## src/hdl/framed_uart_receive_parser_top_assert.svh

```systemverilog
// Assertion macros for the framed receive parser.
// Included by the top level; relies on the clock and reset ports in scope.
`ifndef FRAMED_UART_RECEIVE_PARSER_TOP_ASSERT_SVH
`define FRAMED_UART_RECEIVE_PARSER_TOP_ASSERT_SVH

// Implication checked on every clock edge outside reset.
`define FUP_ASSERT_IMPL(label, ante, cons, msg) \
   label: assert property (@(posedge clock) disable iff (reset) (ante) |-> (cons)) \
      else $error(msg);

// Implication whose consequent is checked in the cycle after the antecedent.
`define FUP_ASSERT_NEXT(label, ante, cons, msg) \
   label: assert property (@(posedge clock) disable iff (reset) (ante) |=> (cons)) \
      else $error(msg);

`endif

```

## src/hdl/fup_pkg.sv

```systemverilog
// Package for the framed receive parser: parse phases, codes, reset values
// and the CRC16-CCITT byte update. No dependencies.
`default_nettype none

package fup_pkg;

   localparam int ByteW    = 8;
   localparam int CrcW     = 16;
   localparam int CsrIdxW  = 3;
   localparam int StatusW  = 2;

   localparam logic [CrcW-1:0] CrcInit = 16'hFFFF;
   localparam logic [CrcW-1:0] CrcPoly = 16'h1021;
   localparam logic [CrcW-1:0] CrcMsb  = 16'h8000;

   // Configuration register indexes
   localparam logic [CsrIdxW-1:0] CSR_MAX_PAYLOAD = 3'd0;
   localparam logic [CsrIdxW-1:0] CSR_START_FIRST = 3'd1;
   localparam logic [CsrIdxW-1:0] CSR_START_SECOND = 3'd2;
   localparam logic [CsrIdxW-1:0] CSR_END_FIRST   = 3'd3;
   localparam logic [CsrIdxW-1:0] CSR_END_SECOND  = 3'd4;

   // Register reset values
   localparam logic [ByteW-1:0] MaxPayloadRst  = 8'd255;
   localparam logic [ByteW-1:0] StartFirstRst  = 8'hAA;
   localparam logic [ByteW-1:0] StartSecondRst = 8'h55;
   localparam logic [ByteW-1:0] EndFirstRst    = 8'h0D;
   localparam logic [ByteW-1:0] EndSecondRst   = 8'h0A;

   localparam logic KIND_PAYLOAD = 1'b0;
   localparam logic KIND_STATUS  = 1'b1;

   localparam logic [StatusW-1:0] STATUS_GOOD     = 2'd0;
   localparam logic [StatusW-1:0] STATUS_CRC_BAD  = 2'd1;
   localparam logic [StatusW-1:0] STATUS_END_BAD  = 2'd2;
   localparam logic [StatusW-1:0] STATUS_OVERFLOW = 2'd3;

   typedef enum logic [3:0] {
      PH_HUNT0   = 4'd0,
      PH_HUNT1   = 4'd1,
      PH_LEN     = 4'd2,
      PH_CMD     = 4'd3,
      PH_PAYLOAD = 4'd4,
      PH_CRCLO   = 4'd5,
      PH_CRCHI   = 4'd6,
      PH_END0    = 4'd7,
      PH_END1    = 4'd8
   } phase_type;

   // One byte of CRC16-CCITT, MSB first
   function automatic logic [CrcW-1:0] crc_step(input logic [CrcW-1:0] crc,
                                                input logic [ByteW-1:0] b);
      logic [CrcW-1:0] c;
      c = crc ^ {b, 8'h00};
      for (int k = 0; k < ByteW; k++) begin
         if ((c & CrcMsb) != '0) begin
            c = {c[CrcW-2:0], 1'b0} ^ CrcPoly;
         end else begin
            c = {c[CrcW-2:0], 1'b0};
         end
      end
      return c;
   endfunction

endpackage

`default_nettype wire

```

## src/hdl/framed_uart_receive_parser_top.sv

```systemverilog
// Framed receive parser top level: byte input stage, frame parser with
// CRC16-CCITT check, result register. Depends on fup_pkg and the assert header.
`default_nettype none

// One received byte is taken per cycle while req_ready is high: a byte
// accepted on req_ is held in the input register, parsed in a single pass
// (phase decode, one-byte CRC update, mark and CRC compares) and, if it
// causes a result, lands in the result register when that is free. The
// frame is mark, mark, length, command, payload, CRC low, CRC
// high, end mark, end mark. Payload bytes below max_payload come out as
// payload results (item_kind 0); every frame that reaches its end marks,
// or fails at the first one, closes with one status result (item_kind 1):
// bad end mark, then CRC mismatch, then overflow, then good. req_ready only
// drops when both the input register and the result register are full and
// the result is not drained in that cycle.
// Configuration writes through csr_ take effect at once; indexes beyond
// the five registers are ignored.

module framed_uart_receive_parser_top (
   input  wire                        clock,
   input  wire                        reset,
   input  wire                        req_valid,
   output logic                       req_ready,
   input  wire  [fup_pkg::ByteW-1:0]  req_rx_byte,
   output logic                       rsp_valid,
   input  wire                        rsp_ready,
   output logic                       rsp_item_kind,
   output logic [fup_pkg::ByteW-1:0]  rsp_payload_byte,
   output logic [fup_pkg::ByteW-1:0]  rsp_payload_index,
   output logic [fup_pkg::ByteW-1:0]  rsp_command_code,
   output logic [fup_pkg::ByteW-1:0]  rsp_frame_length,
   output logic [fup_pkg::StatusW-1:0] rsp_frame_status,
   input  wire                        csr_we,
   input  wire  [fup_pkg::CsrIdxW-1:0] csr_index,
   input  wire  [fup_pkg::ByteW-1:0]  csr_wdata
);
   import fup_pkg::*;

   `include "framed_uart_receive_parser_top_assert.svh"

   // configuration
   logic [ByteW-1:0] max_payload_ff, start_first_ff, start_second_ff;
   logic [ByteW-1:0] end_first_ff, end_second_ff;

   // input stage
   logic             in_valid_ff;
   logic [ByteW-1:0] in_byte_ff;

   // parse state
   phase_type        phase_ff, phase_in;
   logic [ByteW-1:0] len_ff, len_in;
   logic [ByteW-1:0] cmd_ff, cmd_in;
   logic [ByteW-1:0] pos_ff, pos_in;
   logic [CrcW-1:0]  crc_ff, crc_in;
   logic [ByteW-1:0] crc_lo_ff, crc_lo_in;
   logic             crc_ok_ff, crc_ok_in;

   // result register
   logic               rsp_valid_ff;
   logic               kind_ff, kind_in;
   logic [ByteW-1:0]   pbyte_ff, pbyte_in;
   logic [ByteW-1:0]   pindex_ff, pindex_in;
   logic [ByteW-1:0]   rcmd_ff, rlen_ff;
   logic [StatusW-1:0] status_ff, status_in;

   logic out_free, proc_en, emit;
   logic [CrcW-1:0] crc_upd;
   logic [ByteW-1:0] pos_inc;

   assign out_free  = !rsp_valid_ff || rsp_ready;
   assign proc_en   = in_valid_ff && out_free;
   assign req_ready = !in_valid_ff || out_free;

   // CRC seeds from the init value on the length byte
   assign crc_upd = crc_step((phase_ff == PH_LEN) ? CrcInit : crc_ff, in_byte_ff);
   assign pos_inc = pos_ff + 8'd1;

   always_ff @(posedge clock) begin
      if (reset) begin
         max_payload_ff  <= MaxPayloadRst;
         start_first_ff  <= StartFirstRst;
         start_second_ff <= StartSecondRst;
         end_first_ff    <= EndFirstRst;
         end_second_ff   <= EndSecondRst;
      end else if (csr_we) begin
         case (csr_index)
            CSR_MAX_PAYLOAD:  max_payload_ff  <= csr_wdata;
            CSR_START_FIRST:  start_first_ff  <= csr_wdata;
            CSR_START_SECOND: start_second_ff <= csr_wdata;
            CSR_END_FIRST:    end_first_ff    <= csr_wdata;
            CSR_END_SECOND:   end_second_ff   <= csr_wdata;
            default: ;
         endcase
      end
   end

   always_ff @(posedge clock) begin
      if (reset) begin
         in_valid_ff <= 1'b0;
      end else if (req_ready) begin
         in_valid_ff <= req_valid;
      end
      if (req_valid && req_ready) begin
         in_byte_ff <= req_rx_byte;
      end
   end

   // parse state machine
   always_ff @(posedge clock) begin
      if (reset) begin
         phase_ff  <= PH_HUNT0;
         len_ff    <= '0;
         cmd_ff    <= '0;
         pos_ff    <= '0;
         crc_ff    <= CrcInit;
         crc_lo_ff <= '0;
         crc_ok_ff <= 1'b0;
      end else if (proc_en) begin
         phase_ff  <= phase_in;
         len_ff    <= len_in;
         cmd_ff    <= cmd_in;
         pos_ff    <= pos_in;
         crc_ff    <= crc_in;
         crc_lo_ff <= crc_lo_in;
         crc_ok_ff <= crc_ok_in;
      end
   end

   always_comb begin
      phase_in  = phase_ff;
      len_in    = len_ff;
      cmd_in    = cmd_ff;
      pos_in    = pos_ff;
      crc_in    = crc_ff;
      crc_lo_in = crc_lo_ff;
      crc_ok_in = crc_ok_ff;
      emit      = 1'b0;
      kind_in   = KIND_PAYLOAD;
      pbyte_in  = '0;
      pindex_in = '0;
      status_in = STATUS_GOOD;
      case (phase_ff)
         PH_HUNT1: begin
            phase_in = (in_byte_ff == start_second_ff) ? PH_LEN : PH_HUNT0;
         end
         PH_LEN: begin
            len_in   = in_byte_ff;
            pos_in   = '0;
            crc_in   = crc_upd;
            phase_in = PH_CMD;
         end
         PH_CMD: begin
            cmd_in   = in_byte_ff;
            crc_in   = crc_upd;
            phase_in = (len_ff != '0) ? PH_PAYLOAD : PH_CRCLO;
         end
         PH_PAYLOAD: begin
            crc_in = crc_upd;
            if (pos_ff < max_payload_ff) begin
               emit      = 1'b1;
               pbyte_in  = in_byte_ff;
               pindex_in = pos_ff;
            end
            pos_in = pos_inc;
            if (pos_inc >= len_ff) begin
               phase_in = PH_CRCLO;
            end
         end
         PH_CRCLO: begin
            crc_lo_in = in_byte_ff;
            phase_in  = PH_CRCHI;
         end
         PH_CRCHI: begin
            crc_ok_in = ({in_byte_ff, crc_lo_ff} == crc_ff);
            phase_in  = PH_END0;
         end
         PH_END0: begin
            if (in_byte_ff == end_first_ff) begin
               phase_in = PH_END1;
            end else begin
               emit      = 1'b1;
               kind_in   = KIND_STATUS;
               status_in = STATUS_END_BAD;
               phase_in  = PH_HUNT0;
            end
         end
         PH_END1: begin
            emit    = 1'b1;
            kind_in = KIND_STATUS;
            if (in_byte_ff != end_second_ff) begin
               status_in = STATUS_END_BAD;
            end else if (!crc_ok_ff) begin
               status_in = STATUS_CRC_BAD;
            end else if (len_ff > max_payload_ff) begin
               status_in = STATUS_OVERFLOW;
            end else begin
               status_in = STATUS_GOOD;
            end
            phase_in = PH_HUNT0;
         end
         default: begin
            // hunting the first start mark
            phase_in = (in_byte_ff == start_first_ff) ? PH_HUNT1 : PH_HUNT0;
         end
      endcase
   end

   // result register: refilled or drained whenever it is free
   always_ff @(posedge clock) begin
      if (reset) begin
         rsp_valid_ff <= 1'b0;
      end else if (out_free) begin
         rsp_valid_ff <= proc_en && emit;
      end
      if (proc_en && emit) begin
         kind_ff   <= kind_in;
         pbyte_ff  <= pbyte_in;
         pindex_ff <= pindex_in;
         rcmd_ff   <= cmd_ff;
         rlen_ff   <= len_ff;
         status_ff <= status_in;
      end
   end

   assign rsp_valid         = rsp_valid_ff;
   assign rsp_item_kind     = kind_ff;
   assign rsp_payload_byte  = pbyte_ff;
   assign rsp_payload_index = pindex_ff;
   assign rsp_command_code  = rcmd_ff;
   assign rsp_frame_length  = rlen_ff;
   assign rsp_frame_status  = status_ff;

   `FUP_ASSERT_IMPL(a_stall_only_when_full, !req_ready, in_valid_ff && rsp_valid_ff,
      "input stalled while result register free")
   `FUP_ASSERT_NEXT(a_len_then_cmd, proc_en && (phase_ff == PH_LEN), phase_ff == PH_CMD,
      "length byte not followed by command phase")
   `FUP_ASSERT_IMPL(a_payload_in_frame,
      rsp_valid_ff && (kind_ff == KIND_PAYLOAD),
      (pindex_ff < rlen_ff) && (status_ff == STATUS_GOOD),
      "payload transfer outside declared length")

endmodule

`default_nettype wire

```

## config.mk

```make
export PLATFORM = sky130hd
export DESIGN_NAME = framed_uart_receive_parser_top
export DESIGN_NICKNAME = d
export VERILOG_FILES = /design/src/hdl/fup_pkg.sv /design/src/hdl/framed_uart_receive_parser_top.sv
export VERILOG_INCLUDE_DIRS = /design/src /design/src/hdl
export SDC_FILE = /design/constraint.sdc
export NUM_CORES = 1
export LEC_CHECK = 0
export BUFFER_PORTS_ARGS = -buffer_cell sky130_fd_sc_hd__clkbuf_2
export CORE_MARGIN = 1.5
export CORE_UTILIZATION = 41
export CTS_CLUSTER_DIAMETER = 100
export DETAILED_ROUTE_END_ITERATION = 16
export GPL_TIMING_DRIVEN = 0
export SLEW_MARGIN = 15
export SYNTH_ARGS = -nofsm -noshare
export SYNTH_HDL_FRONTEND = slang
export SYNTH_SLANG_ARGS = --single-unit
```

## constraint.sdc

```tcl
create_clock -name clock -period 3.7 [get_ports clock]
set_clock_uncertainty 0.05 [all_clocks]
set_input_delay 0.74 -clock clock [delete_from_list [all_inputs] [get_ports clock]]
set_output_delay 0.74 -clock clock [all_outputs]
set_load 0.05 [all_outputs]
```

==> results.md <==
- Status: finished clean
- IO buf count: 59
- CP Cell Sequence: ha_1, nand3_1, xnor2_1, ha_1, o21ai_0, a2111oi_0, o41a_1, o2111ai_1, a21oi_1
- Slew @ Worst Pin: 0.829 ns
- Most frequent CP cell: ha_1
- Post-synth EDFFs: 43
- CP Class: flop to flop
- Pins Over Slew Limit: 0
- Wirelength per Cell: 17.0 um
- Register area share after synthesis: 0.481
- Worst path slowest cell: a2111oi_0
- Max-Cap Viols: 0
- Vias post-DR: 5,114
- PostCTS Resize Cnt: 0
- DRT Pass-1 Iters: 4
- Fin. Hold Viols: 0
- Cell Area, Synth: 6640 um2
- Yosys reg bits: 138
- Fillers: 1,440
- Leakage power: 3.33 nW
- Syn_area_per_cell: 9.85 um2
- Hpwl dp: 11,900 um
- Total congestion overflow: 0
- Syn_nets: 722
- Final nets: 801
- ANT cells: 0
- Peak per-stage delay on the critical path: 0.56 ns
- Clk slew on worst S/H paths: 0.06 ns
- Die Width: 130 um
- Total CTS buffers: 17
- Worst vdd ir: 437 uV
- Unrepaired setup endpoints after global routing: no
- Fmax: 343 MHz
- Rows: 46
- Maximum clock insertion buffer count: 2
- Initial Util: 0.419
- Area of the core: 15,800 um2
- Multi-input logic area: 3210 um2
- Hold crit path type: flop to flop
- CP delay by family, top: compound AO/OA/AOI/OAI gates
- Finished Layout Cells: 982
- Number of I/O pins: 61
- Layout area overhead: 18.7%
- Critical-path maximum fanout: 8
- Instance count of the mapped netlist: 674
- Pwr/cell area: 487 nW/um2
- Ys flop type: dfxtp_1
- CTS Sinks: 138
- Initial antenna violation count: 0
- # Post-CTS Setup Buffers: 0
- Clk_lat worst skew: 0.42 ns
- Die ar.: 17,000 um2
- Share of cells above drive strength 1: 0.161
- Count of different cell masters after synthesis: 52
- CTS Root Cell: clkbuf_16
- Hold Buf Count CTS: 0
- Avg Vias per Cell: 5.21
- Vias in the first global route: 4,925
- Final min period: 2.91 ns
- DRC: 0
- Largest net degree at the start of global routing: 30
- Routed wire length: 16,700 um
- Die H: 130 um
- Iter 0 DRT Violations: 307
- CP endpoint kind: flop
- Yosys warning count: 0
- CTS tree: done
- Storage element area: 3190 um2
- Final setup fails: 0
- Required @ worst endpoint: 4.00 ns
- Worst Setup Start Kind: flop
- Worst EP arrival: 3.21 ns
- GPL Wtd Cong: 0.895
- Setup TNS: 0 ns
- Tot GR Track Use: 0.210
- Tcrit/Tclk final: 0.787
- Global-route wire length before repair: 26,700 um
- CTS HTree Levels: 4
- WP buf/inv: 0
- Placed Instances: 950
- Final ANT Viol Nets: 0
- Synth async-reset ratio: 0
- Slew headroom: 0.444
==> path summary, 6_finish.rpt <==
path	from	endpoint	slack [ns]	cells past startpoint
min	cmd_ff[6]	rsp_command_code[6]	0.39	0
max reg2reg	pos_ff[0]	phase_ff[3]	0.79	9
max	pos_ff[0]	phase_ff[3]	0.79	9
min reg2reg	cmd_ff[6]	rsp_command_code[6]	0.39	0
==> cell usage after synthesis (6+ instances only) <==
library cell / instances / area [um2]
nand2_1: 85 / 319
nand4_1: 10 / 62.6
nor4_1: 8 / 50.1
nand3_1: 19 / 95.1
and2_1: 18 / 113
a21oi_1: 36 / 180
xnor2_1: 46 / 403
nor3_1: 6 / 30.0
inv_1: 20 / 75.1
dfxtp_1: 95 / 1900
xor2_1: 40 / 350
buf_2: 13 / 65.1
mux2i_1: 33 / 330
o211ai_1: 20 / 150
ha_1: 24 / 300
edfxtp_1: 43 / 1290
nor2_1: 61 / 229
clkbuf_1: 24 / 90.1
o21ai_1: 6 / 30.0
a22oi_1: 7 / 52.6
==> area by class of cell <==
type / instances / area share
plain buffers: 38 / 0.0206
clock buffers: 19 / 0.0589
clock inverters: 13 / 0.0235
inverters: 21 / 0.0100
multi-input cells: 477 / 0.407
flip-flops and latches: 138 / 0.405
well taps: 216 / 0.0343
repair buffers: 60 / 0.0400
==> metal layers <==
layer,vias up,global-route usage,share of wire
li1,2491,-,-
met1,2455,0.288,0.48
met2,152,0.336,0.46
met3,16,0.0418,0.049
met4,0,0.0621,0.012
met5,-,0,0
==> logic make-up (layout without fill, tap and decap cells) <==
| kind of cell | count (synthesis) | after routing | synth area share |
|---|---|---|---|
| simple gates | 236 | 236 | 0.172 |
| flops | 138 | 138 | 0.481 |
| compound gates | 95 | 95 | 0.0945 |
| xor+xnor | 89 | 89 | 0.121 |
| buf+inv | 59 | 151 | 0.0364 |
| mux | 33 | 33 | 0.0498 |
| fa+ha+maj | 24 | 24 | 0.0452 |
==> stage by stage <==
| step | power, W | util | hold WS [ns] | worst slack (ns) | area, um2 |
|---|---|---|---|---|---|
| 3_3_place_gp | 0.00199 | 0.455 | 0.366 | -0.446 | 7200 |
| 6_report | 0.00383 | 0.498 | 0.388 | 0.787 | 7880 |
| 5_1_grt | 0.00396 | 0.498 | 0.399 | 0.609 | 7880 |
| 2_1_floorplan | 0.00190 | - | 0.358 | 0.406 | 6640 |
| 3_5_place_dp | 0.00200 | 0.457 | 0.373 | 0.905 | 7230 |
| 4_1_cts | 0.00385 | 0.498 | 0.389 | 0.878 | 7880 |
==> layout by cell type (no fill, tap or decap), types with 4 or more instances in the layout <==
master,count
buf_2,13
and3_1,5
dfxtp_1,95
and2_1,18
nand2_1,85
xnor2_1,46
clkbuf_1,24
o21ai_0,4
ha_1,24
mux2i_1,33
nor2b_1,5
a22oi_1,7
nand3_1,19
edfxtp_1,43
xor2_1,40
nor2_1,60
nand4_1,10
inv_1,20
nor2_2,4
a211oi_1,4
o21ai_1,6
o211ai_1,20
a21oi_1,36
nor4_1,8
bufinv_16,4
clkbuf_16,18
clkbuf_2,59
nor3_1,6
==> sequential cells by signal (all words and copies together), names as in the netlist <==
signal	count
cmd_ff	8
crc_ff	16
crc_lo_ff	8
crc_ok_ff	1
end_first_ff	8
end_second_ff	8
in_byte_ff	8
in_valid_ff	1
len_ff	8
max_payload_ff	8
phase_ff	4
pos_ff	8
rsp_command_code	8
rsp_frame_length	8
rsp_frame_status	2
rsp_item_kind	1
rsp_payload_byte	8
rsp_payload_index	8
rsp_valid	1
start_first_ff	8
start_second_ff	8
==> worst register-to-register path, stage by stage (launching register included) <==
cell and delay (ns):
dfxtp_1 0.51, ha_1 0.27, nand3_1 0.10, xnor2_1 0.23
ha_1 0.22, o21ai_0 0.11, a2111oi_0 0.56, o41a_1 0.45
o2111ai_1 0.17, a21oi_1 0.18
==> report_power, final <==
part	internal, W	leakage, nW	switching [W]
logic	0.000138	1.84	0.000218
registers	0.00159	1.18	0.0000282
clock network	0.00119	0.312	0.000672
(Power assumes the default switching activity.)
